$ cat src/rtl/core/bb_pkg.sv
// ----------------------------------------------------------------------------
// bb_pkg: shared types and constants of the 3x3 box blur
// Pixel, window column and beat payload types, register codes and the
// arithmetic helpers used by the window cells and the output stage.
// ----------------------------------------------------------------------------
package bb_pkg;

  // Field widths fixed by the pixel format and the register port.
  localparam int PIX_W       = 8;
  localparam int CFG_DATA_W  = 12;
  localparam int CFG_INDEX_W = 1;

  // Register indexes.
  localparam logic [CFG_INDEX_W-1:0] CFG_FRAME_WIDTH  = 1'd0;
  localparam logic [CFG_INDEX_W-1:0] CFG_FRAME_HEIGHT = 1'd1;

  // Register values after reset.
  localparam int FRAME_WIDTH_RESET  = 640;
  localparam int FRAME_HEIGHT_RESET = 480;

  // Window sums: nine 8-bit values fit in 12 bits.
  localparam int SUM_W = 12;

  // Division by nine as a multiply by round(2^16 / 9) and a shift. The
  // error stays below 1/100 over the whole sum range, so truncation is exact.
  localparam int              DIV9_W     = 13;
  localparam logic [DIV9_W-1:0] DIV9_MUL = 13'd7282;
  localparam int              DIV9_SHIFT = 16;

  // Number of stored columns in the window chain.
  localparam int WIN_CELLS = 2;

  // Output queue.
  localparam int FIFO_DEPTH  = 4;
  localparam int FIFO_PTR_W  = $clog2(FIFO_DEPTH);
  localparam int FIFO_CNT_W  = $clog2(FIFO_DEPTH + 1);

  typedef struct packed {
    logic [PIX_W-1:0] red;
    logic [PIX_W-1:0] green;
    logic [PIX_W-1:0] blue;
  } bb_pix_t;

  // One window column, oldest row on top.
  typedef struct packed {
    bb_pix_t top;
    bb_pix_t mid;
    bb_pix_t bot;
  } bb_col_t;

  typedef struct packed {
    logic [SUM_W-1:0] red;
    logic [SUM_W-1:0] green;
    logic [SUM_W-1:0] blue;
  } bb_acc_t;

  // One line buffer entry: the two previous rows at one column.
  typedef struct packed {
    bb_pix_t prev2;
    bb_pix_t prev;
  } bb_lines_t;

  typedef struct packed {
    logic             mode;
    logic [PIX_W-1:0] pixel_red;
    logic [PIX_W-1:0] pixel_green;
    logic [PIX_W-1:0] pixel_blue;
  } bb_in_t;

  typedef struct packed {
    logic [PIX_W-1:0] out_red;
    logic [PIX_W-1:0] out_green;
    logic [PIX_W-1:0] out_blue;
    logic             end_of_frame;
  } bb_out_t;

  // Per-channel sum of the three pixels of a column.
  function automatic bb_acc_t col_sum(input bb_col_t c);
    bb_acc_t s;
    s.red   = SUM_W'(c.top.red)   + SUM_W'(c.mid.red)   + SUM_W'(c.bot.red);
    s.green = SUM_W'(c.top.green) + SUM_W'(c.mid.green) + SUM_W'(c.bot.green);
    s.blue  = SUM_W'(c.top.blue)  + SUM_W'(c.mid.blue)  + SUM_W'(c.bot.blue);
    return s;
  endfunction

  function automatic bb_acc_t acc_add(input bb_acc_t a, input bb_acc_t b);
    bb_acc_t s;
    s.red   = a.red + b.red;
    s.green = a.green + b.green;
    s.blue  = a.blue + b.blue;
    return s;
  endfunction

  // Truncating division of a window sum by nine.
  function automatic logic [PIX_W-1:0] div9(input logic [SUM_W-1:0] s);
    logic [SUM_W+DIV9_W-1:0] prod;
    prod = (SUM_W+DIV9_W)'(s) * (SUM_W+DIV9_W)'(DIV9_MUL);
    return prod[DIV9_SHIFT +: PIX_W];
  endfunction

endpackage

$ cat src/rtl/core/bb_cell.sv
// ----------------------------------------------------------------------------
// bb_cell: one stored column of the 3x3 window
// Takes the column of its left neighbour on each pixel beat and adds its
// own column sum to the running window sum passed along the chain.
// ----------------------------------------------------------------------------
module bb_cell (
  input  logic            clk,
  input  logic            shift,
  input  bb_pkg::bb_col_t col_in,
  output bb_pkg::bb_col_t col,
  input  bb_pkg::bb_acc_t acc_in,
  output bb_pkg::bb_acc_t acc_out
);

  // The column moves one place along the chain per pixel beat.
  always_ff @(posedge clk) begin
    if (shift) begin
      col <= col_in;
    end
  end

  // Running window sum over this cell and the ones before it.
  assign acc_out = bb_pkg::acc_add(acc_in, bb_pkg::col_sum(col));

endmodule

$ cat config.mk
export PLATFORM = sky130hd
export DESIGN_NAME = bb_cell
export DESIGN_NICKNAME = d
export VERILOG_FILES = /design/src/rtl/core/bb_pkg.sv /design/src/rtl/core/bb_cell.sv
export SDC_FILE = /design/constraint.sdc
export NUM_CORES = 1
export LEC_CHECK = 0
export BUFFER_PORTS_ARGS = -buffer_cell sky130_fd_sc_hd__buf_2
export CAP_MARGIN = 5
export CORE_MARGIN = 2
export CORE_UTILIZATION = 45
export DETAILED_ROUTE_END_ITERATION = 10
export GPL_ROUTABILITY_DRIVEN = 0
export PLACE_DENSITY = 0.85
export SLEW_MARGIN = 15
export SYNTH_ARGS = -nofsm -noshare
export SYNTH_HDL_FRONTEND = slang
export SYNTH_SLANG_ARGS = --single-unit
$ cat constraint.sdc
create_clock -name clk -period 8.89 [get_ports clk]
set_clock_uncertainty 0.1 [all_clocks]
set_input_delay 1.778 -clock clk [delete_from_list [all_inputs] [get_ports clk]]
set_output_delay 1.778 -clock clk [all_outputs]
set_load 0.1 [all_outputs]
==> results of run 1 <==
## cell usage after synthesis (all sizes together)
| library cell | count | area, µm² |
|---|---|---|
| o21ai | 6 | 30.0 |
| nand2 | 10 | 37.5 |
| a21boi | 1 | 7.51 |
| o221ai | 2 | 17.5 |
| o2111ai | 4 | 35.0 |
| a21oi | 14 | 73.8 |
| ha | 33 | 413 |
| or2 | 2 | 12.5 |
| fa | 48 | 961 |
| o41ai | 2 | 25.0 |
| nor3 | 1 | 5.00 |
| nor2b | 5 | 31.3 |
| o21a | 2 | 15.0 |
| nand2b | 2 | 12.5 |
| xor2 | 4 | 35.0 |
| o21bai | 1 | 11.3 |
| nand3 | 11 | 55.1 |
| a31o | 1 | 8.76 |
| a31oi | 3 | 18.8 |
| a21o | 4 | 30.0 |
| and3 | 4 | 30.0 |
| edfxtp | 72 | 2160 |
| inv | 123 | 462 |
| nor2 | 8 | 30.0 |
| and2 | 1 | 6.26 |
| a2111oi | 1 | 27.5 |
| xnor2 | 23 | 201 |
## worst max-delay path, delay by kind of cell
family	cells	cell delay [ns]
xor gates and xnor gates	1	0.13
adders and majority gates	3	1.18
buffers and inverters	2	0.55
AOI/OAI and AO/OA	4	0.92
## final cells by class
class                      count  share of cell area (%)
multi-input combinational    193                    34.5
clock buffer                  10                    2.07
timing repair buffer         218                    17.7
sequential                    72                    35.0
clock inverter                 5                   0.406
inverter                     123                    7.48
tap                          136                    2.76
## per-stage QoR
| step | instance area, µm² | hold WS [ns] | std cells | setup slack, ns |
|---|---|---|---|---|
| after floorplan | 4750 | 1.78 | 388 | 1.99 |
| after global placement | 6020 | 1.85 | 742 | 2.51 |
| after detailed placement | 6020 | 1.86 | 742 | 2.45 |
| after CTS | 6170 | 1.47 | 757 | 2.44 |
| after global routing | 6170 | 1.47 | 757 | 2.29 |
| final | 6170 | 1.49 | 757 | 2.45 |
## worst min-delay path by stage
stage,start,end,slack (ns),cells after the start
floorplan,col_in[0],col[0],1.78,0
global placement,col_in[4],col[4],1.85,1
detailed placement,col_in[21],col[21],1.86,1
CTS,col_in[55],col[55],1.47,1
global route,col_in[55],col[55],1.47,1
finish,col_in[61],col[61],1.49,1
## cell usage in the layout (no fill, tap or decap), types with 3 or more instances in the layout
| cell | instances |
|---|---|
| sky130_fd_sc_hd__buf_2 | 217 |
| sky130_fd_sc_hd__edfxtp_1 | 72 |
| sky130_fd_sc_hd__ha_1 | 33 |
| sky130_fd_sc_hd__nor2b_1 | 5 |
| sky130_fd_sc_hd__and3_1 | 3 |
| sky130_fd_sc_hd__xor2_1 | 4 |
| sky130_fd_sc_hd__o2111ai_1 | 4 |
| sky130_fd_sc_hd__a21oi_1 | 13 |
| sky130_fd_sc_hd__a21o_1 | 4 |
| sky130_fd_sc_hd__nand3_1 | 11 |
| sky130_fd_sc_hd__nor2_1 | 8 |
| sky130_fd_sc_hd__fa_1 | 48 |
| sky130_fd_sc_hd__clkbuf_8 | 9 |
| sky130_fd_sc_hd__xnor2_1 | 23 |
| sky130_fd_sc_hd__nand2_1 | 10 |
| sky130_fd_sc_hd__o21ai_0 | 5 |
| sky130_fd_sc_hd__a31oi_1 | 3 |
| sky130_fd_sc_hd__inv_1 | 123 |
## cells by family (layout without fill, tap and decap cells)
kind of cell / after synthesis / after routing / share of synthesized area, %
and+or+nand+nor: 44 / 44 / 4.63
adders and majority gates: 81 / 81 / 28.9
AOI/OAI and AO/OA: 41 / 41 / 6.32
buffers and inverters: 123 / 356 / 9.71
xor gates and xnor gates: 27 / 27 / 4.97
DFF: 72 / 72 / 45.5
## layer usage
layer / GRT usage, % / routed length (µm) / vias up
li1: - / - / 1694
met3: 6.38 / 960 / 17
met2: 37.9 / 5830 / 159
met4: 8.16 / 205 / 0
met5: 0 / 0 / -
met1: 21.9 / 4210 / 1703
==> impl_results.md, run 1 <==
- Run status: finished, final reports clean
- Final antenna diode count: 0
- Number of distinct standard cells referenced by the synthesized netlist: 31
- Share of the yosys chip area belonging to registers: 45.5%
- Overall via count from detail_route: between 3k and 4k
- Kind of critical path: primary input to output pin
- Max FFs per register: 72
- Largest reg by FF count: col
- Number of buffers inserted during clock tree synthesis: 9
- CTS tree: built
- # Post-CTS Setup Buffers: 0
- Data arrival time at the worst-slack endpoint: 4.56 ns
- Actual slew at the worst max-slew pin: about 0.8 ns
- Synthesized net count: 579
- Total DRC errors in the routed layout: 0
- Pin count of the biggest net entering global routing: 38
- H-Tree Level Count: 3
- Area occupied by multi-input gates: 2130 µm²
- Worst slew slack as a fraction of its limit: 46.5%
- Drt wl/cell: 14.8 µm
- Total number of yosys warnings: 0
- Wire length of the first global-routing pass: 17800 µm
- Clock root buffer: sky130_fd_sc_hd__clkbuf_8
- Achievable Freq: 0.155 GHz
- Registers with the most flip-flops: col x72
- CP required: between 7 and 8 ns
- Fraction of the cycle the final worst path needs: 72.5%
- Final number of hold-violating endpoints: 0
- Post-layout min period: 6.44 ns
- Area of the die: 11400 µm²
- Maximum count of clock buffers along a single path: 2
- Sequential Area: 2160 µm²
- Launching element type of the critical path: primary input
- Count of TritonRoute iterations in the first routing pass: 4
- Die extent in x: 107 µm
- Total Wirelength: around 11000 µm
- Global router's overall resource usage: 20.6%
- Floorplan core area: between 10000 and 15000 µm²
- Max stage delay cell, worst path: sky130_fd_sc_hd__fa_1
- Combined area of all synthesized cells: 4750 µm²
- Via count of the first global-routing pass: 3892
- Critical path launch point: acc_in[1]
- Core Util, Final: about 60%
- Filler Cell Count: 850
- Synthesized netlist cell count: 388
- Number of port buffers: ~220
- Post-layout net count: 808
- CP Max Fanout: 3
- Total negative setup slack: 0 ns
- Area added between synthesis and finish: 29.8%
- DRT antenna net count: 0
- Min-Delay Path Class: primary input to register
- Std cell rows: 37
- Maximum capacitance violations: 0
- Clock-pin slew on the worst setup and hold paths: 0.08 ns
- Fraction of final layout cells with drive strength greater than 1: 38.3%
- Antenna violations before repair: 0
- Slowest Stage Delay on Critical Path: 0.47 ns
- Number of register bits inferred by synthesis: approximately 70
- RSZ-0062 raised after global routing: false
- Per-cell via count in the routed design: 4.72
- CP Capture Type: output pin
- CTS hold repair buffers: 0
- Drt initial violations: between 150 and 200
- Initial core utilization: 46.3%
- Avg Cell Area, Syn: approximately 12 µm²
- CTS Sinks: 72
- Termination of the worst setup path: acc_out[9]
- Number of primary I/O pins: between 200 and 250
- Aggregate global routing overflow: 0
- Total count of max-transition violations in the final report: 0
- Resized cells post-CTS: 0
- Die outline height: roughly 110 µm
- Setup-failing EPs final: 0
- Cells traversed along the worst timing path: buf_2, fa_1, ha_1, fa_1, a21o_1, a2111oi_4, o21bai_2, a21oi_2, xnor2_1, buf_2
- Post-detailed-placement half-perimeter wirelength: between 9000 and 10000 µm
Power of run 1 is not shown: default switching activity piles up to over one toggle a cycle in this logic, so the estimate is an artifact.
==> run 2: changes to the inputs <==
==> constraint.sdc (replaced) <==
create_clock -name clk -period 6.5 [get_ports clk]
set_clock_uncertainty 0.1 [all_clocks]
set_input_delay 1.3 -clock clk [delete_from_list [all_inputs] [get_ports clk]]
set_output_delay 1.3 -clock clk [all_outputs]
set_load 0.1 [all_outputs]
==> impl_results.md, run 2 (same netlist as run 1, synthesis figures left out) <==
- Floorplan core area: 10300 µm²
- Die extent in x: 107 µm
- Std cell rows: 37
- Number of primary I/O pins: 218
- Min-Delay Path Class: primary input to register
- Wire length of the first global-routing pass: 17700 µm
- Number of port buffers: 217
- H-Tree Level Count: 3
- Fraction of met3 tracks used by global routing: 6.38%
- Global route hottest layer: met2
- Kind of critical path: primary input to output pin
- Slowest Stage Delay on Critical Path: roughly 0.47 ns
- Max stage delay cell, worst path: sky130_fd_sc_hd__fa_1
- Worst slew slack as a fraction of its limit: 46.4%
- # Post-CTS Setup Buffers: 0
- Setup-failing EPs final: 0
- Die outline height: 107 µm
- Buffers and inverters on the worst path: 2
- Actual slew at the worst max-slew pin: ~0.8 ns
- Area added between synthesis and finish: 29.8%
- Clock root buffer: sky130_fd_sc_hd__clkbuf_8
- Met2 Use GR: 37.9%
- Total count of max-transition violations in the final report: 0
- Final antenna diode count: 0
- Sequential Area: 2160 µm²
- Total DRC errors in the routed layout: 0
- Maximum capacitance violations: 0
- RSZ-0062 raised after global routing: false
- Launching element type of the critical path: primary input
- Data arrival time at the worst-slack endpoint: about 4.1 ns
- Per-cell via count in the routed design: between 4 and 5
- Total negative setup slack: 0 ns
- Pin count of the biggest net entering global routing: 38
- Highest-count cells in the layout ignoring fill and taps: sky130_fd_sc_hd__buf_2 (217), sky130_fd_sc_hd__inv_1 (123), sky130_fd_sc_hd__edfxtp_1 (72)
- Run status: finished, final reports clean
- Aggregate global routing overflow: 0
- Largest reg by FF count: col
- Post-layout min period: 5.48 ns
- Post-layout net count: 808
- Post-detailed-placement half-perimeter wirelength: 9590 µm
- CTS Sinks: 72
- Area of the die: 11400 µm²
- Filler Cell Count: roughly 850
- Via count of the first global-routing pass: between 3k and 4k
- Fraction of the cycle the final worst path needs: 84.3%
- Cells traversed along the worst timing path: buf_2, fa_1, ha_1, fa_1, a21o_1, a2111oi_4, o21bai_2, a21oi_2, xnor2_1, buf_2
- Resized cells post-CTS: 0
- Count of TritonRoute iterations in the first routing pass: 4
- Met1 usage in global routing: between 20% and 30%
- CP Max Fanout: 3
- CP Capture Type: output pin
- Max FFs per register: 72
- CTS hold repair buffers: 0
- Total Wirelength: 11200 µm
- Final number of hold-violating endpoints: 0
- Achievable Freq: roughly 0.18 GHz
- Overall via count from detail_route: about 3.6k
- Number of buffers inserted during clock tree synthesis: 9
- Clock-pin slew on the worst setup and hold paths: 0.08 ns
- Global router's overall resource usage: 20.6%
- CP required: 5.10 ns
- Area occupied by multi-input gates: 2130 µm²
- Maximum count of clock buffers along a single path: 2
- DRT antenna net count: 0
- Fraction of final layout cells with drive strength greater than 1: 38.3%
- Drt initial violations: 173
- CTS tree: built
- Most common library cell in the layout ignoring fill and taps: sky130_fd_sc_hd__buf_2
- Drt wl/cell: roughly 15 µm
- Registers with the most flip-flops: col x72
- Top Family by Delay on Critical Path: adder cells
- Antenna violations before repair: 0
- Initial core utilization: between 40% and 50%
==> run 2: area by class of cell <==
cell class	instances	share of cell area [%]
Sequential cell	72	35.0
Clock buffer	10	2.07
Inverter	123	7.48
Multi-Input combinational cell	193	34.5
Tap cell	136	2.76
Clock inverter	5	0.406
Timing Repair Buffer	218	17.7
==> run 2: per-layer routing <==
metal,part of all wire (%),vias to the layer above
li1,-,1689
met1,37,1699
met2,52,161
met3,8.8,16
met4,1.9,0
met5,0,-
==> run 2: final timing paths <==
path | startpoint | to | slack [ns] | cells after the start
setup / recovery | acc_in[1] | acc_out[9] | 1.02 | 10
hold / removal | col_in[61] | col[61] | 1.02 | 1
==> run 2: through the flow <==
stage | hold slack (ns) | worst slack (ns) | cells | util, % | area, µm²
finish | 1.02 | 1.02 | 757 | 60.0 | 6170
floorplan | 1.30 | 0.344 | 388 | - | 4750
detailed placement | 1.38 | 1.01 | 742 | 58.6 | 6020
global route | 0.993 | 0.819 | 757 | 60.0 | 6170
global placement | 1.38 | 1.08 | 742 | 58.6 | 6020
CTS | 0.989 | 0.994 | 757 | 60.0 | 6170
Power of run 2 is left out for the same reason.
==> run 3: changes to the inputs <==
--- a/config.mk
+++ b/config.mk
@@ -5,10 +5,11 @@
 export SDC_FILE = /design/constraint.sdc
 export NUM_CORES = 1
 export LEC_CHECK = 0
+export ABC_AREA = 1
 export BUFFER_PORTS_ARGS = -buffer_cell sky130_fd_sc_hd__buf_2
 export CAP_MARGIN = 5
 export CORE_MARGIN = 2
-export CORE_UTILIZATION = 45
+export CORE_UTILIZATION = 44
 export DETAILED_ROUTE_END_ITERATION = 10
 export GPL_ROUTABILITY_DRIVEN = 0
 export PLACE_DENSITY = 0.85
==> constraint.sdc (replaced) <==
create_clock -name clk -period 4.72 [get_ports clk]
set_clock_uncertainty 0.1 [all_clocks]
set_input_delay 0.944 -clock clk [delete_from_list [all_inputs] [get_ports clk]]
set_output_delay 0.944 -clock clk [all_outputs]
set_load 0.1 [all_outputs]
==> impl_results.md, run 3 <==
- Registers with the most flip-flops: col x72
- Post-synthesis async set-or-reset flop share: 0%
- Count of TritonRoute iterations in the first routing pass: 7
- Maximum capacitance violations: 0
- Synthesized net count: roughly 730
- Cell type with the highest aggregate area in the netlist: sky130_fd_sc_hd__edfxtp_1
- Aggregate global routing overflow: 0
- Clock root buffer: sky130_fd_sc_hd__clkbuf_16
- Number of buffers inserted during clock tree synthesis: 9
- Data arrival time at the worst-slack endpoint: 3.55 ns
- Initial core utilization: 45.1%
- Antenna violations before repair: 0
- Number of primary I/O pins: ~220
- Final antenna diode count: 0
- Actual slew at the worst max-slew pin: 0.821 ns
- Top layer reached by signal wires: met4
- Kind of critical path: register to output pin
- Largest reg by FF count: col
- Area of the die: about 13000 µm²
- Synthesized netlist cell count: 537
- Met3 wirelength from detailed routing: slightly below 1000 µm
- Fraction of the cycle the final worst path needs: roughly 97%
- Total number of yosys warnings: 0
- Max FFs per register: 72
- Via count of the first global-routing pass: 4442
- CTS Sinks: 72
- Cell types with the largest area share after synthesis: sky130_fd_sc_hd__edfxtp_1 (42%), sky130_fd_sc_hd__fa_1 (19%), sky130_fd_sc_hd__inv_1 (12%), sky130_fd_sc_hd__nand2_1 (9.3%), sky130_fd_sc_hd__ha_1 (8.0%)
- Worst slew slack as a fraction of its limit: between 40% and 50%
- Number of distinct standard cells referenced by the synthesized netlist: 16
- RSZ-0062 raised after global routing: false
- Cells traversed along the worst timing path: fa_1, fa_1, ha_1, inv_1, fa_1, inv_1, nand3_1, nand3_1, nand2_1, nand2_1, nand2_1, nand2_2, buf_4
- Min-Delay Path Class: primary input to register
- Total DRC errors in the routed layout: 0
- Post-layout min period: 4.59 ns
- Pin count of the biggest net entering global routing: 38
- CP required: around 3.7 ns
- Std cell rows: 39
- Maximum count of clock buffers along a single path: 2
- Buffers and inverters on the worst path: 3
- Max stage delay cell, worst path: sky130_fd_sc_hd__fa_1
- Achievable Freq: 0.218 GHz
- Top Family by Delay on Critical Path: adder cells
- Routed length on met1: 4360 µm
- Global router's overall resource usage: 19.4%
- Share of the yosys chip area belonging to registers: 42.0%
- Filler Cell Count: 973
- Leading register cell type out of synthesis: sky130_fd_sc_hd__edfxtp_1
- Fraction of final layout cells with drive strength greater than 1: 33.6%
- Area added between synthesis and finish: 35.7%
- H-Tree Level Count: 3
- # Post-CTS Setup Buffers: 0
- Per-cell via count in the routed design: 4.63
- Drt initial violations: 232
- Number of port buffers: 217
- Post-detailed-placement half-perimeter wirelength: 10100 µm
- Final number of hold-violating endpoints: 0
- CP Capture Type: output pin
- Drt wl/cell: 12.9 µm
- Share of the synthesized area in the top cell type: 42.0%
- Die extent in x: 112 µm
- Total Wirelength: 11800 µm
- WL met2: 6220 µm
- Die outline height: 112 µm
- Wire length of the first global-routing pass: ~19000 µm
- Number of enable flip-flop cells after synthesis: around 70
- Post-layout net count: around 960
- Clock-pin slew on the worst setup and hold paths: about 0.060 ns
- Most common library cell in the layout ignoring fill and taps: sky130_fd_sc_hd__buf_2
- Final worst-path setup slack: 0.125 ns
- Launching element type of the critical path: register
- Setup-failing EPs final: 0
- Post-place setup slack: 0.223 ns
- Number of register bits inferred by synthesis: 72
- Overall via count from detail_route: 4229
- DRT antenna net count: 0
- Combined area of all synthesized cells: 5140 µm²
- Run status: finished, final reports clean
- Most frequent cells after synthesis: sky130_fd_sc_hd__inv_1 (162), sky130_fd_sc_hd__nand2_1 (127), sky130_fd_sc_hd__edfxtp_1 (72)
- Slowest Stage Delay on Critical Path: 0.53 ns
- CP Max Fanout: 3
- Count leader, synth: sky130_fd_sc_hd__inv_1
- CTS tree: built
- Total count of max-transition violations in the final report: 0
- Highest-count cells in the layout ignoring fill and taps: sky130_fd_sc_hd__buf_2 (212), sky130_fd_sc_hd__inv_1 (162), sky130_fd_sc_hd__nand2_1 (121)
- Avg Cell Area, Syn: 9.58 µm²
- Floorplan core area: roughly 11000 µm²
run 3: what timing repair did:
item / in CTS / in global routing
hold buffers: 0 / 0
resized for setup: 2 / 4
endpoints found under the setup margin: 2 / 2
run 3: logic make-up (layout without fill, tap and decap cells):
| family | count (synthesis) | count (layout) | synth area share (%) |
|---|---|---|---|
| fa+ha+maj | 81 | 81 | 26.7 |
| simple gates | 197 | 197 | 15.9 |
| buf+inv | 162 | 396 | 11.8 |
| compound gates | 12 | 12 | 1.39 |
| xor+xnor | 13 | 13 | 2.21 |
| flops | 72 | 72 | 42.0 |
run 3: cell type report:
type                    instances  area [µm²]  share of cell area (%)
inverters                     162         608                    8.71
clock buffers                   9         225                    3.23
clock inverters                 7         119                    1.70
repair buffers                218        1120                    16.1
well taps                     143         179                    2.56
multi-input cells             303        2570                    36.8
flip-flops and latches         72        2160                    31.0
run 3: per-layer routing:
layer / vias up / global-route usage [%]
met2: 171 / 35.4
met1: 1958 / 21.1
met4: 0 / 8.86
met3: 20 / 5.02
li1: 2080 / -
met5: - / 0
run 3: worst paths after layout:
| path | from | end | cells past startpoint |
|---|---|---|---|
| hold / removal | col_in[25] | col[25] | 1 |
| setup / recovery | col[9] | acc_out[21] | 13 |
run 3: stage by stage:
stage | TNS (ns) | hold WS (ns) | instance area [µm²] | cells | util [%]
final | 0 | 0.675 | 6980 | 914 | 61.1
after CTS | 0 | 0.660 | 6970 | 914 | 61.1
after global routing | 0 | 0.663 | 6980 | 914 | 61.1
after detailed placement | 0 | 1.02 | 6620 | 898 | 58.0
after global placement | 0 | 1.02 | 6620 | 898 | 58.0
after floorplan | -0.292 | 0.943 | 5340 | 537 | -
Power of run 3 is left out for the same reason.
