===== src/rtl/core/bb_pkg.sv =====
// ----------------------------------------------------------------------------
// bb_pkg: shared types and constants of the 3x3 box blur
// Pixel, window column and beat payload types, register codes and the
// arithmetic helpers used by the window cells and the output stage.
// ----------------------------------------------------------------------------
package bb_pkg;

  // Field widths fixed by the pixel format and the register port.
  localparam int PIX_W       = 8;
  localparam int CFG_DATA_W  = 12;
  localparam int CFG_INDEX_W = 1;

  // Register indexes.
  localparam logic [CFG_INDEX_W-1:0] CFG_FRAME_WIDTH  = 1'd0;
  localparam logic [CFG_INDEX_W-1:0] CFG_FRAME_HEIGHT = 1'd1;

  // Register values after reset.
  localparam int FRAME_WIDTH_RESET  = 640;
  localparam int FRAME_HEIGHT_RESET = 480;

  // Window sums: nine 8-bit values fit in 12 bits.
  localparam int SUM_W = 12;

  // Division by nine as a multiply by round(2^16 / 9) and a shift. The
  // error stays below 1/100 over the whole sum range, so truncation is exact.
  localparam int              DIV9_W     = 13;
  localparam logic [DIV9_W-1:0] DIV9_MUL = 13'd7282;
  localparam int              DIV9_SHIFT = 16;

  // Number of stored columns in the window chain.
  localparam int WIN_CELLS = 2;

  // Output queue.
  localparam int FIFO_DEPTH  = 4;
  localparam int FIFO_PTR_W  = $clog2(FIFO_DEPTH);
  localparam int FIFO_CNT_W  = $clog2(FIFO_DEPTH + 1);

  typedef struct packed {
    logic [PIX_W-1:0] red;
    logic [PIX_W-1:0] green;
    logic [PIX_W-1:0] blue;
  } bb_pix_t;

  // One window column, oldest row on top.
  typedef struct packed {
    bb_pix_t top;
    bb_pix_t mid;
    bb_pix_t bot;
  } bb_col_t;

  typedef struct packed {
    logic [SUM_W-1:0] red;
    logic [SUM_W-1:0] green;
    logic [SUM_W-1:0] blue;
  } bb_acc_t;

  // One line buffer entry: the two previous rows at one column.
  typedef struct packed {
    bb_pix_t prev2;
    bb_pix_t prev;
  } bb_lines_t;

  typedef struct packed {
    logic             mode;
    logic [PIX_W-1:0] pixel_red;
    logic [PIX_W-1:0] pixel_green;
    logic [PIX_W-1:0] pixel_blue;
  } bb_in_t;

  typedef struct packed {
    logic [PIX_W-1:0] out_red;
    logic [PIX_W-1:0] out_green;
    logic [PIX_W-1:0] out_blue;
    logic             end_of_frame;
  } bb_out_t;

  // Per-channel sum of the three pixels of a column.
  function automatic bb_acc_t col_sum(input bb_col_t c);
    bb_acc_t s;
    s.red   = SUM_W'(c.top.red)   + SUM_W'(c.mid.red)   + SUM_W'(c.bot.red);
    s.green = SUM_W'(c.top.green) + SUM_W'(c.mid.green) + SUM_W'(c.bot.green);
    s.blue  = SUM_W'(c.top.blue)  + SUM_W'(c.mid.blue)  + SUM_W'(c.bot.blue);
    return s;
  endfunction

  function automatic bb_acc_t acc_add(input bb_acc_t a, input bb_acc_t b);
    bb_acc_t s;
    s.red   = a.red + b.red;
    s.green = a.green + b.green;
    s.blue  = a.blue + b.blue;
    return s;
  endfunction

  // Truncating division of a window sum by nine.
  function automatic logic [PIX_W-1:0] div9(input logic [SUM_W-1:0] s);
    logic [SUM_W+DIV9_W-1:0] prod;
    prod = (SUM_W+DIV9_W)'(s) * (SUM_W+DIV9_W)'(DIV9_MUL);
    return prod[DIV9_SHIFT +: PIX_W];
  endfunction

endpackage


===== src/rtl/core/bb_out_fifo.sv =====
// ----------------------------------------------------------------------------
// bb_out_fifo: result queue
// Small register queue between the filter pipeline and the result channel,
// so that a waiting result does not hold up the input side.
// ----------------------------------------------------------------------------
module bb_out_fifo (
  input  logic                            clk,
  input  logic                            rst,
  input  logic                            push,
  input  bb_pkg::bb_out_t                 push_data,
  input  logic                            pop,
  output bb_pkg::bb_out_t                 head,
  output logic [bb_pkg::FIFO_CNT_W-1:0]   count
);

  bb_pkg::bb_out_t                  entries [bb_pkg::FIFO_DEPTH];
  logic [bb_pkg::FIFO_PTR_W-1:0]    wr_ptr;
  logic [bb_pkg::FIFO_PTR_W-1:0]    rd_ptr;

  // Pointers and fill level.
  always_ff @(posedge clk) begin
    if (rst) begin
      wr_ptr <= '0;
      rd_ptr <= '0;
      count  <= '0;
    end else begin
      if (push) begin
        wr_ptr <= wr_ptr + 1'b1;
      end
      if (pop) begin
        rd_ptr <= rd_ptr + 1'b1;
      end
      case ({push, pop})
        2'b10:   count <= count + 1'b1;
        2'b01:   count <= count - 1'b1;
        default: count <= count;
      endcase
    end
  end

  // Storage.
  always_ff @(posedge clk) begin
    if (push) begin
      entries[wr_ptr] <= push_data;
    end
  end

  assign head = entries[rd_ptr];

endmodule


===== config.mk =====
export PLATFORM = sky130hd
export DESIGN_NAME = bb_out_fifo
export DESIGN_NICKNAME = d
export VERILOG_FILES = /design/src/rtl/core/bb_pkg.sv /design/src/rtl/core/bb_out_fifo.sv
export SDC_FILE = /design/constraint.sdc
export NUM_CORES = 1
export LEC_CHECK = 0
export ABC_AREA = 1
export ABC_CLOCK_PERIOD_IN_PS = 1400
export BUFFER_PORTS_ARGS = -buffer_cell sky130_fd_sc_hd__buf_2
export CAP_MARGIN = 15
export CORE_MARGIN = 1
export CORE_UTILIZATION = 51
export DETAILED_ROUTE_END_ITERATION = 10
export GPL_ROUTABILITY_DRIVEN = 0
export PLACE_DENSITY_LB_ADDON = 0.08
export SLEW_MARGIN = 20
export SYNTH_ARGS = -nofsm -noshare
export SYNTH_HDL_FRONTEND = slang
export SYNTH_SLANG_ARGS = --single-unit

===== constraint.sdc =====
create_clock -name clk -period 1.4 [get_ports clk]
set_input_delay 0.07 -clock clk [delete_from_list [all_inputs] [get_ports clk]]
set_output_delay 0.07 -clock clk [all_outputs]
set_load 0.01 [all_outputs]

==> results.sh, run 1 <==
export IMPL_status="complete, but fails checks"
export IMPL_violations="setup timing"
export IMPL_path_class="reg2out"
export IMPL_grt_max_degree=21
export IMPL_cts_tree="built"
export IMPL_synth_cell_types=20
export IMPL_ant_nets=0
export IMPL_grt_pass1_wl_mm=12.9
export IMPL_power_frac_seq_pct=58.4
export IMPL_cp_slowest_cell="dfxtp_4"
export IMPL_die_h_um=93.2
export IMPL_overflow=0
export IMPL_r2r_slack_ns=0.08
export IMPL_min_period_ns=1.49
export IMPL_dp_hpwl_mm=5.04
export IMPL_finalNetCount=439
export IMPL_fin_area_mm2=0.00554
export IMPL_sw_frac_of_total_pct=25.2
export IMPL_drc_errors=0
export IMPL_cts_buffers=9
export IMPL_reg2regPathDepth=5
export IMPL_p_int_w=0.00483
export IMPL_grtUsageTotal_pct=20.5
export IMPL_yosysSeqAreaShare_pct=75.0
export IMPL_netlist_area_mm2=0.00424
export IMPL_placed_cell_area_mm2=0.00476
export IMPL_leakagePower_nw=2.04
export IMPL_hold_viol=0
export IMPL_io_pins=57
export IMPL_crit_arrival_ns=1.42
export IMPL_hp_class="in2reg"
export IMPL_cts_sinks=109
export IMPL_avgViaCountPerCell=5.19
export IMPL_n_antenna_cell=0
export IMPL_wl_per_cell_um=16.4
export IMPL_yosys_warnings=0
export IMPL_areaGrowthSynthToFinish_pct=30.4
export IMPL_cp_required_ns=1.33
export IMPL_drt_wl_total_mm=8.37
export IMPL_combinationalPowerShare_pct=15.0
export IMPL_finalPower_w=0.00646
export IMPL_clk_latency_ns=0.36
export IMPL_firstDrtPassIters=4
export IMPL_postLayoutSetupSlackWorst_ns=-0.0915
export IMPL_fin_worst_skew_ns=0.0124
export IMPL_first_global_vias=2530
export IMPL_num_rows=32
export IMPL_clockPowerShare_pct=26.7
export IMPL_cp_max_fo=15
export IMPL_drive_gt1_share_pct=36.9
export IMPL_h_tree_depth=3
export IMPL_syn_nets=332
export IMPL_worst_pin_slew_ns=0.231
export IMPL_switching_power_w=0.00163
export IMPL_worst_setup_path_start_kind="flip-flop"
export IMPL_max_stage_delay_ns=0.44
export IMPL_crit_chain="buf_12 -> o21ai_0 -> o22ai_2 -> buf_2"
export IMPL_syn_area_per_cell_um2=14.3
export IMPL_drv_cap=0
export IMPL_cts_root_buf="clkbuf_8"
export IMPL_ys_ff_latch=109
export IMPL_portBuffers=56
export IMPL_die_width_um=93.2
export IMPL_place_inst=459
export IMPL_ir_drop_mv=0.698
export IMPL_setup_worst_path_end="head[20]"
export IMPL_cts_buffer_depth=2
export IMPL_final_instance_count_excl_fill=511
export IMPL_synthCells=297
export IMPL_finalCritPeriodShare_pct=107
export IMPL_maxSlewViolCount=0
export IMPL_r2r_start="wr_ptr[1]$_SDFFE_PP0P_"
export IMPL_first_iter_violations=81
export IMPL_grt_setup_unrepaired="true"
export IMPL_antenna_found_initial=0
export IMPL_endpoint_kind="output pin"
export IMPL_worstReg2RegEnd="entries[1][3]$_DFFE_PP_"
export IMPL_initial_core_util_pct=53.8
export IMPL_die_area_mm2=0.00869
export IMPL_fmaxAchievable_mhz=670
export IMPL_setup_viol=25
export IMPL_vias=2654
export IMPL_hold_path_depth=3
export IMPL_coreArea_mm2=0.00789
export IMPL_max_slew_margin_rel_pct=84.6
export IMPL_p_per_area_mw_per_mm2=1170
export IMPL_clkTransAtPathRegs_ns=0.09
kinds of logic after synthesis:
kind of cell | share of synthesized area [%]
AOI/OAI and AO/OA | 12.4
xor gates and xnor gates | 0.206
adders and majority gates | 1.95
buffers and inverters | 4.25
DFF | 75.0
and+or+nand+nor | 6.16
layer usage:
layer / GRT usage [%] / share of wire (%) / wire, um
met5: 0 / 0 / 0
met4: 8.21 / 2.0 / 167
met3: 3.41 / 2.7 / 226
met2: 34.6 / 50 / 4150
met1: 26.5 / 46 / 3830
power by group through the flow:
stage | Clock (W) | Sequential [W] | Combinational (W)
finish | 0.00172 | 0.00377 | 0.000966
global route | 0.00186 | 0.00378 | 0.00105
CTS | 0.00176 | 0.00377 | 0.000939
detailed placement | 0 | 0.00383 | 0.000764
global placement | 0 | 0.00383 | 0.000753
floorplan | 0 | 0.00383 | 0.000444
cells in the final DEF (no fill, tap or decap):
master / n
buf_2: 56
buf_4: 9
nor2_4: 2
inv_8: 1
inv_4: 1
clkinv_4: 2
nor2_2: 12
o22ai_1: 19
inv_1: 9
nand2_1: 7
nand4_1: 1
nor2_1: 45
xor2_1: 1
buf_8: 1
o21ai_0: 9
inv_6: 2
a21oi_1: 3
buf_16: 3
buf_6: 4
nand2_2: 2
dfxtp_1: 7
clkinvlp_4: 4
o22ai_2: 6
o21ai_2: 23
fa_1: 1
clkbuf_1: 1
o21ai_1: 23
dfxtp_4: 2
ha_1: 5
clkbuf_16: 1
clkinv_1: 1
edfxtp_1: 100
dlygate4sd3_1: 26
clkbuf_8: 9
buf_12: 11
per-stage QoR:
step | setup WS (ns) | hold WS [ns] | utilization, % | setup TNS, ns
after floorplan | 0.00169 | 0.142 | - | 0
after global placement | 0.145 | 0.248 | 60.4 | 0
after detailed placement | 0.106 | 0.247 | 60.4 | 0
after CTS | -0.109 | 0.0274 | 69.1 | -1.67
after global routing | -0.154 | 0.0894 | 70.2 | -2.85
final | -0.0915 | 0.0297 | 70.2 | -1.39
synthesized netlist by cell type:
| master | n | area share [%] |
|---|---|---|
| edfxtp_1 | 100 | 71 |
| nor2_1 | 59 | 5.2 |
| o21ai_1 | 25 | 2.9 |
| o22ai_1 | 24 | 3.5 |
| o21ai_2 | 20 | 4.1 |
| inv_1 | 12 | 1.1 |
| o21ai_0 | 10 | 1.2 |
| dfxtp_1 | 9 | 4.2 |
| nand2_1 | 9 | 0.80 |
| buf_6 | 6 | 1.6 |
| buf_4 | 5 | 0.88 |
| ha_1 | 5 | 1.5 |
| buf_2 | 4 | 0.47 |
| a21oi_1 | 3 | 0.35 |
| fa_1 | 1 | 0.47 |
| inv_2 | 1 | 0.088 |
| inv_4 | 1 | 0.15 |
| nand4_1 | 1 | 0.15 |
| o22ai_2 | 1 | 0.29 |
| xor2_1 | 1 | 0.21 |
worst max-delay path, delay by kind of cell (launching register included):
kind,cells,cell delay [ns]
flops,1,0.44
compound gates,2,0.30
buf+inv,2,0.32
what timing repair did:
item,CTS,global route
endpoints found under the setup margin,25,25
resized for setup,31,15
pin swaps,6,6
hold buffers,26,0
hold endpoints to repair,101,0
gates cloned,3,1
setup buffers,6,0
area by class of cell:
class | count | area (um2)
tap | 102 | 128
clock inverter | 6 | 46.3
clock buffer | 10 | 128
timing repair buffer | 111 | 996
inverter | 14 | 73.8
sequential | 109 | 3190
fill | 547 | 2350
multi-input combinational | 159 | 973
worst min-delay path by stage:
stage | endpoint | start | slack [ns]
floorplan | count[0]$_SDFFE_PP0P_ | rst | 0.14
global placement | count[0]$_SDFFE_PP0P_ | rst | 0.25
detailed placement | count[0]$_SDFFE_PP0P_ | rst | 0.25
CTS | rd_ptr[0]$_SDFFE_PP0P_ | pop | 0.03
global route | rd_ptr[0]$_SDFFE_PP0P_ | pop | 0.09
finish | rd_ptr[0]$_SDFFE_PP0P_ | pop | 0.03
flip-flops by register name (all words and copies together) (netlist names), named ones only:
signal,count
wr_ptr,2
count,3
rd_ptr,2
entries,100
Power figures use the tool's default switching activity.
==> inputs of run 2 (changes only) <==
- GPL_ROUTABILITY_DRIVEN: 0 -> unset
- TNS_END_PERCENT: unset -> 5
==> run 2 against run 1 <==
  * Critical path type unchanged
  * Combinational power is 7.1% lower
  * Hold slack better by 0.0054 ns
  * Sequential cell count stayed put
  * Utilization is 2.2 points lower
  * Register-to-register slack better by 0.05 ns
  * The flow still finishes with violations (setup timing)
  * Count of clock-buffer cells in the layout is 1 lower
==> results.sh, run 2 (synthesis results as in run 1) <==
export IMPL_antenna_found_initial=0
export IMPL_setup_viol=25
export IMPL_setup_tns_ns=-2.11
export IMPL_cp_max_fo=15
export IMPL_fillCellCount=558
export IMPL_worstReg2RegEnd="entries[1][11]$_DFFE_PP_"
export IMPL_die_h_um=93.2
export IMPL_grt_max_degree=19
export IMPL_worst_setup_path_start_kind="flip-flop"
export IMPL_drc_errors=0
export IMPL_crit_buf_inv=3
export IMPL_hold_path_depth=3
export IMPL_portBuffers=56
export IMPL_sw_frac_of_total_pct=24.6
export IMPL_top_regs="entries: 100 flops, count: 3 flops"
export IMPL_crit_chain="inv_8 -> buf_12 -> nor2_1 -> o22ai_1 -> buf_2"
export IMPL_wl_per_cell_um=16.8
export IMPL_worstHoldStart="push"
export IMPL_final_common_cell="edfxtp_1"
export IMPL_initial_core_util_pct=53.8
export IMPL_status="complete, but fails checks"
export IMPL_io_pins=57
export IMPL_largest_reg_flops=100
export IMPL_placed_cell_area_mm2=0.00476
export IMPL_hold_end="wr_ptr[0]$_SDFFE_PP0P_"
export IMPL_die_width_um=93.2
export IMPL_grt_pass1_wl_mm=13.6
export IMPL_fin_area_mm2=0.00536
export IMPL_endpoint_kind="output pin"
export IMPL_vias=2701
export IMPL_ir_drop_mv=0.691
export IMPL_postLayoutSetupSlackWorst_ns=-0.139
export IMPL_max_slew_margin_rel_pct=83.0
export IMPL_r2r_start="wr_ptr[1]$_SDFFE_PP0P_"
export IMPL_cts_tree="built"
export IMPL_areaGrowthSynthToFinish_pct=26.3
export IMPL_grtUsageTotal_pct=21.3
export IMPL_fin_util_pct=67.9
export IMPL_first_iter_violations=99
export IMPL_p_per_area_mw_per_mm2=1220
export IMPL_cts_sinks=109
export IMPL_finalNetCount=431
export IMPL_min_period_ns=1.54
export IMPL_num_rows=32
export IMPL_fmaxAchievable_mhz=650
export IMPL_fin_worst_skew_ns=0.00668
export IMPL_cp_slowest_cell="dfxtp_4"
export IMPL_hp_class="in2reg"
export IMPL_cts_buffer_depth=2
export IMPL_avgViaCountPerCell=5.37
export IMPL_crit_arrival_ns=1.47
export IMPL_firstDrtPassIters=4
export IMPL_final_cell_mix="100 x edfxtp_1, 59 x nor2_1, 56 x buf_2"
export IMPL_clkTransAtPathRegs_ns=0.10
export IMPL_path_class="reg2out"
export IMPL_overflow=0
export IMPL_r2r_slack_ns=0.13
export IMPL_reg2regPathDepth=5
export IMPL_cp_required_ns=1.33
export IMPL_coreArea_mm2=0.00789
export IMPL_dp_hpwl_mm=4.93
export IMPL_drive_gt1_share_pct=31.7
export IMPL_grt_setup_unrepaired="true"
export IMPL_p_int_w=0.00495
export IMPL_cts_buffers=9
export IMPL_ant_nets=0
export IMPL_hold_viol=0
export IMPL_n_antenna_cell=0
export IMPL_h_tree_depth=3
export IMPL_combinationalPowerShare_pct=13.7
export IMPL_gp_congestion=0.780
export IMPL_top_register="entries"
export IMPL_drv_cap=0
export IMPL_cp_top_family="buffers and inverters"
export IMPL_cts_root_buf="clkbuf_8"
export IMPL_drt_wl_total_mm=8.43
export IMPL_switching_power_w=0.00161
export IMPL_leakagePower_nw=1.98
export IMPL_clockPowerShare_pct=28.9
export IMPL_power_frac_seq_pct=57.4
export IMPL_first_global_vias=2720
export IMPL_worst_pin_slew_ns=0.255
export IMPL_dpl_worst_slack_ns=0.0218
export IMPL_die_area_mm2=0.00869
export IMPL_violations="setup timing"
export IMPL_finalCritPeriodShare_pct=110
export IMPL_maxSlewViolCount=0
export IMPL_clk_latency_ns=0.36
export IMPL_max_stage_delay_ns=0.40
export IMPL_whs_ns=0.0351
run 2: final cells by class:
type                       count  area (um2)  area share, %
clock inverter                 7        73.8           1.38
timing repair buffer         103         866           16.2
tap                          102         128           2.38
inverter                      14        73.8           1.38
sequential                   109        3190           59.5
multi-input combinational    159         905           16.9
clock buffer                   9         124           2.31
run 2: power groups by stage:
stage                     clock, W  sequential (W)  combinational [W]
after floorplan                  0         0.00383           0.000443
after global placement           0         0.00383           0.000758
final                      0.00190         0.00376           0.000897
after CTS                  0.00193         0.00376           0.000898
after global routing       0.00205         0.00378           0.000986
after detailed placement         0         0.00383           0.000773
run 2: routing by layer:
layer | routed length (um) | global-route usage [%] | vias up
li1 | - | - | 1287
met1 | 3800 | 28.4 | 1354
met2 | 4310 | 35.5 | 56
met3 | 271 | 3.74 | 4
met4 | 51 | 7.31 | 0
met5 | 0 | 0 | -
run 2: through the flow:
step	instances	power, W
finish	503	0.00656
global route	503	0.00681
CTS	503	0.00659
detailed placement	457	0.00461
global placement	457	0.00459
floorplan	297	0.00427
run 2: tightest hold or removal path, delay by kind of cell:
kind            cells  cell delay [ns]
buf+inv             2             0.17
compound gates      1             0.13
run 2: repair_timing:
action | CTS | global route
buffers inserted | 1 | 0
pin swaps | 7 | 3
setup endpoints to repair | 25 | 34
endpoints found under the hold margin | 101 | 0
resized for setup | 13 | 5
hold buffers | 26 | 0
gates cloned | 3 | 0
run 2: how the worst max path moves through the flow:
| stage | from | endpoint | slack [ns] | cells after the start |
|---|---|---|---|---|
| finish | flip-flop | head[21] | -0.14 | 5 |
| global route | flip-flop | head[21] | -0.22 | 5 |
| CTS | flip-flop | head[9] | -0.14 | 4 |
| detailed placement | push | count[2]$_SDFFE_PP0P_ | 0.02 | 9 |
| global placement | push | count[2]$_SDFFE_PP0P_ | 0.11 | 8 |
| floorplan | wr_ptr[0]$_SDFFE_PP0P_ | entries[0][0]$_DFFE_PP_ | -0.005 | 4 |
==> inputs of run 3 (changes only) <==
- CORE_UTILIZATION: 51 -> 45
==> run 3 against run 2 <==
  * The run still ends with setup timing left
  * Routed wire length decreased by 6.0%
  * Total power decreased by 3.3%
  * Sequential cell count unchanged
  * Design area increased by 1.4%
  * Final cell count increased by 1.8%
  * Clock skew about the same
  * Largest cell class unchanged
==> results.sh, run 3 (synthesis results as in run 1) <==
export IMPL_ant_nets=0
export IMPL_cts_buffers=9
export IMPL_overflow=0
export IMPL_coreArea_mm2=0.00920
export IMPL_dp_hpwl_mm=4.69
export IMPL_drv_cap=0
export IMPL_largest_reg_flops=100
export IMPL_status="complete, but fails checks"
export IMPL_drt_wl_total_mm=7.93
export IMPL_antenna_found_initial=0
export IMPL_min_period_ns=1.50
export IMPL_crit_arrival_ns=1.43
export IMPL_final_cell_mix="100 x edfxtp_1, 56 x buf_2, 48 x nor2_1"
export IMPL_wl_per_cell_um=15.5
export IMPL_path_class="reg2out"
export IMPL_avgViaCountPerCell=5.02
export IMPL_maxSlewViolCount=0
export IMPL_grt_pass1_wl_mm=12.4
export IMPL_grt_max_degree=26
export IMPL_cts_tree="built"
export IMPL_finalCritPeriodShare_pct=107
export IMPL_dpl_worst_slack_ns=0.0705
export IMPL_cts_buffer_depth=2
export IMPL_die_area_mm2=0.00982
export IMPL_final_common_cell="edfxtp_1"
export IMPL_worst_pin_slew_ns=0.211
export IMPL_areaGrowthSynthToFinish_pct=28.1
export IMPL_grt_setup_unrepaired="true"
export IMPL_cts_sinks=109
export IMPL_cp_max_fo=12
export IMPL_vias=2569
export IMPL_drive_gt1_share_pct=34.9
export IMPL_die_h_um=99.1
export IMPL_first_global_vias=2478
export IMPL_setup_viol=25
export IMPL_h_tree_depth=3
export IMPL_p_per_area_mw_per_mm2=1170
export IMPL_num_rows=35
export IMPL_gp_congestion=0.720
export IMPL_cts_root_buf="clkbuf_8"
export IMPL_initial_core_util_pct=46.1
export IMPL_setup_tns_ns=-1.28
export IMPL_endpoint_kind="output pin"
export IMPL_grtUsageTotal_pct=17.1
export IMPL_fin_area_mm2=0.00544
export IMPL_fmaxAchievable_mhz=668
export IMPL_portBuffers=56
export IMPL_violations="setup timing"
export IMPL_firstDrtPassIters=6
export IMPL_fin_worst_skew_ns=0.00635
export IMPL_n_antenna_cell=0
export IMPL_hold_viol=0
export IMPL_r2r_slack_ns=0.10
export IMPL_die_width_um=99.1
export IMPL_worst_setup_path_start_kind="flip-flop"
export IMPL_ir_drop_mv=0.522
export IMPL_finalNetCount=432
export IMPL_cp_required_ns=1.33
export IMPL_top_regs="entries: 100 flops, count: 3 flops"
export IMPL_max_slew_margin_rel_pct=85.8
export IMPL_clk_latency_ns=0.35
export IMPL_top_register="entries"
export IMPL_hp_class="in2reg"
export IMPL_drc_errors=0
export IMPL_first_iter_violations=129
export IMPL_fin_util_pct=59.1
export IMPL_postLayoutSetupSlackWorst_ns=-0.0963
export IMPL_placed_cell_area_mm2=0.00476
export IMPL_leakagePower_nw=1.98
export IMPL_clkTransAtPathRegs_ns=0.10
export IMPL_io_pins=57
run 3: changes by cell type in the layout (fill, tap and decap cells not counted), moves of 2 or more:
cell     delta
o21ai_4     +3
buf_6       +2
inv_8       -2
buf_4       -2
nor2_2     +10
o22ai_2     +2
o21ai_2     -3
nor2_1     -11
o22ai_1     -2
run 3: layer usage:
metal / share of wire, % / wire length, um / global-route usage [%]
met5: 0 / 0 / 0
met4: 0.57 / 45 / 7.47
met3: 4.0 / 314 / 2.60
met2: 51 / 4070 / 30.3
met1: 44 / 3500 / 20.9
run 3: worst max-delay path, cell delays in order, from the launching register on:
cell      delay, ns
dfxtp_4        0.43
clkinv_8       0.11
buf_12         0.17
o21ai_1        0.11
o22ai_1        0.10
buf_2          0.15
run 3: metrics by stage:
stage | total power, W | cells | hold WS, ns
2_1_floorplan | 0.00427 | 297 | 0.142
3_3_place_gp | 0.00458 | 465 | 0.244
3_5_place_dp | 0.00459 | 465 | 0.245
4_1_cts | 0.00638 | 511 | 0.0246
5_1_grt | 0.00663 | 512 | 0.0525
6_report | 0.00635 | 512 | 0.0416
run 3: final timing paths:
check,start,end,cells after the start
worst min-delay path,pop,rd_ptr[0]$_SDFFE_PP0P_,3
worst max register to register,wr_ptr[0]$_SDFFE_PP0P_,entries[0][1]$_DFFE_PP_,5
worst min register to register,rd_ptr[1]$_SDFFE_PP0P_,flip-flop,1
worst max-delay path,flip-flop,head[21],5
run 3: cell type report:
class                   instances  area, um2
well taps                     111        139
multi-input cells             159        972
fillers                       735       3760
repair buffers                104        886
clock inverters                 6       48.8
flip-flops and latches        109       3190
inverters                      14       78.8
clock buffers                   9        124
run 3: power breakdown:
| group | total, W | internal (W) | switching [W] |
|---|---|---|---|
| clock network | 0.00167 | 0.000653 | 0.00102 |
| registers | 0.00376 | 0.00370 | 0.0000593 |
| logic | 0.000912 | 0.000418 | 0.000494 |
run 3: what timing repair did:
item                       in CTS  in global routing
hold buffers                   26                  0
resized for setup              21                 19
buffers inserted                3                  0
hold endpoints to repair      101                  0
gates cloned                    2                  1
setup endpoints to repair      25                 25
pin swaps                      13                  2
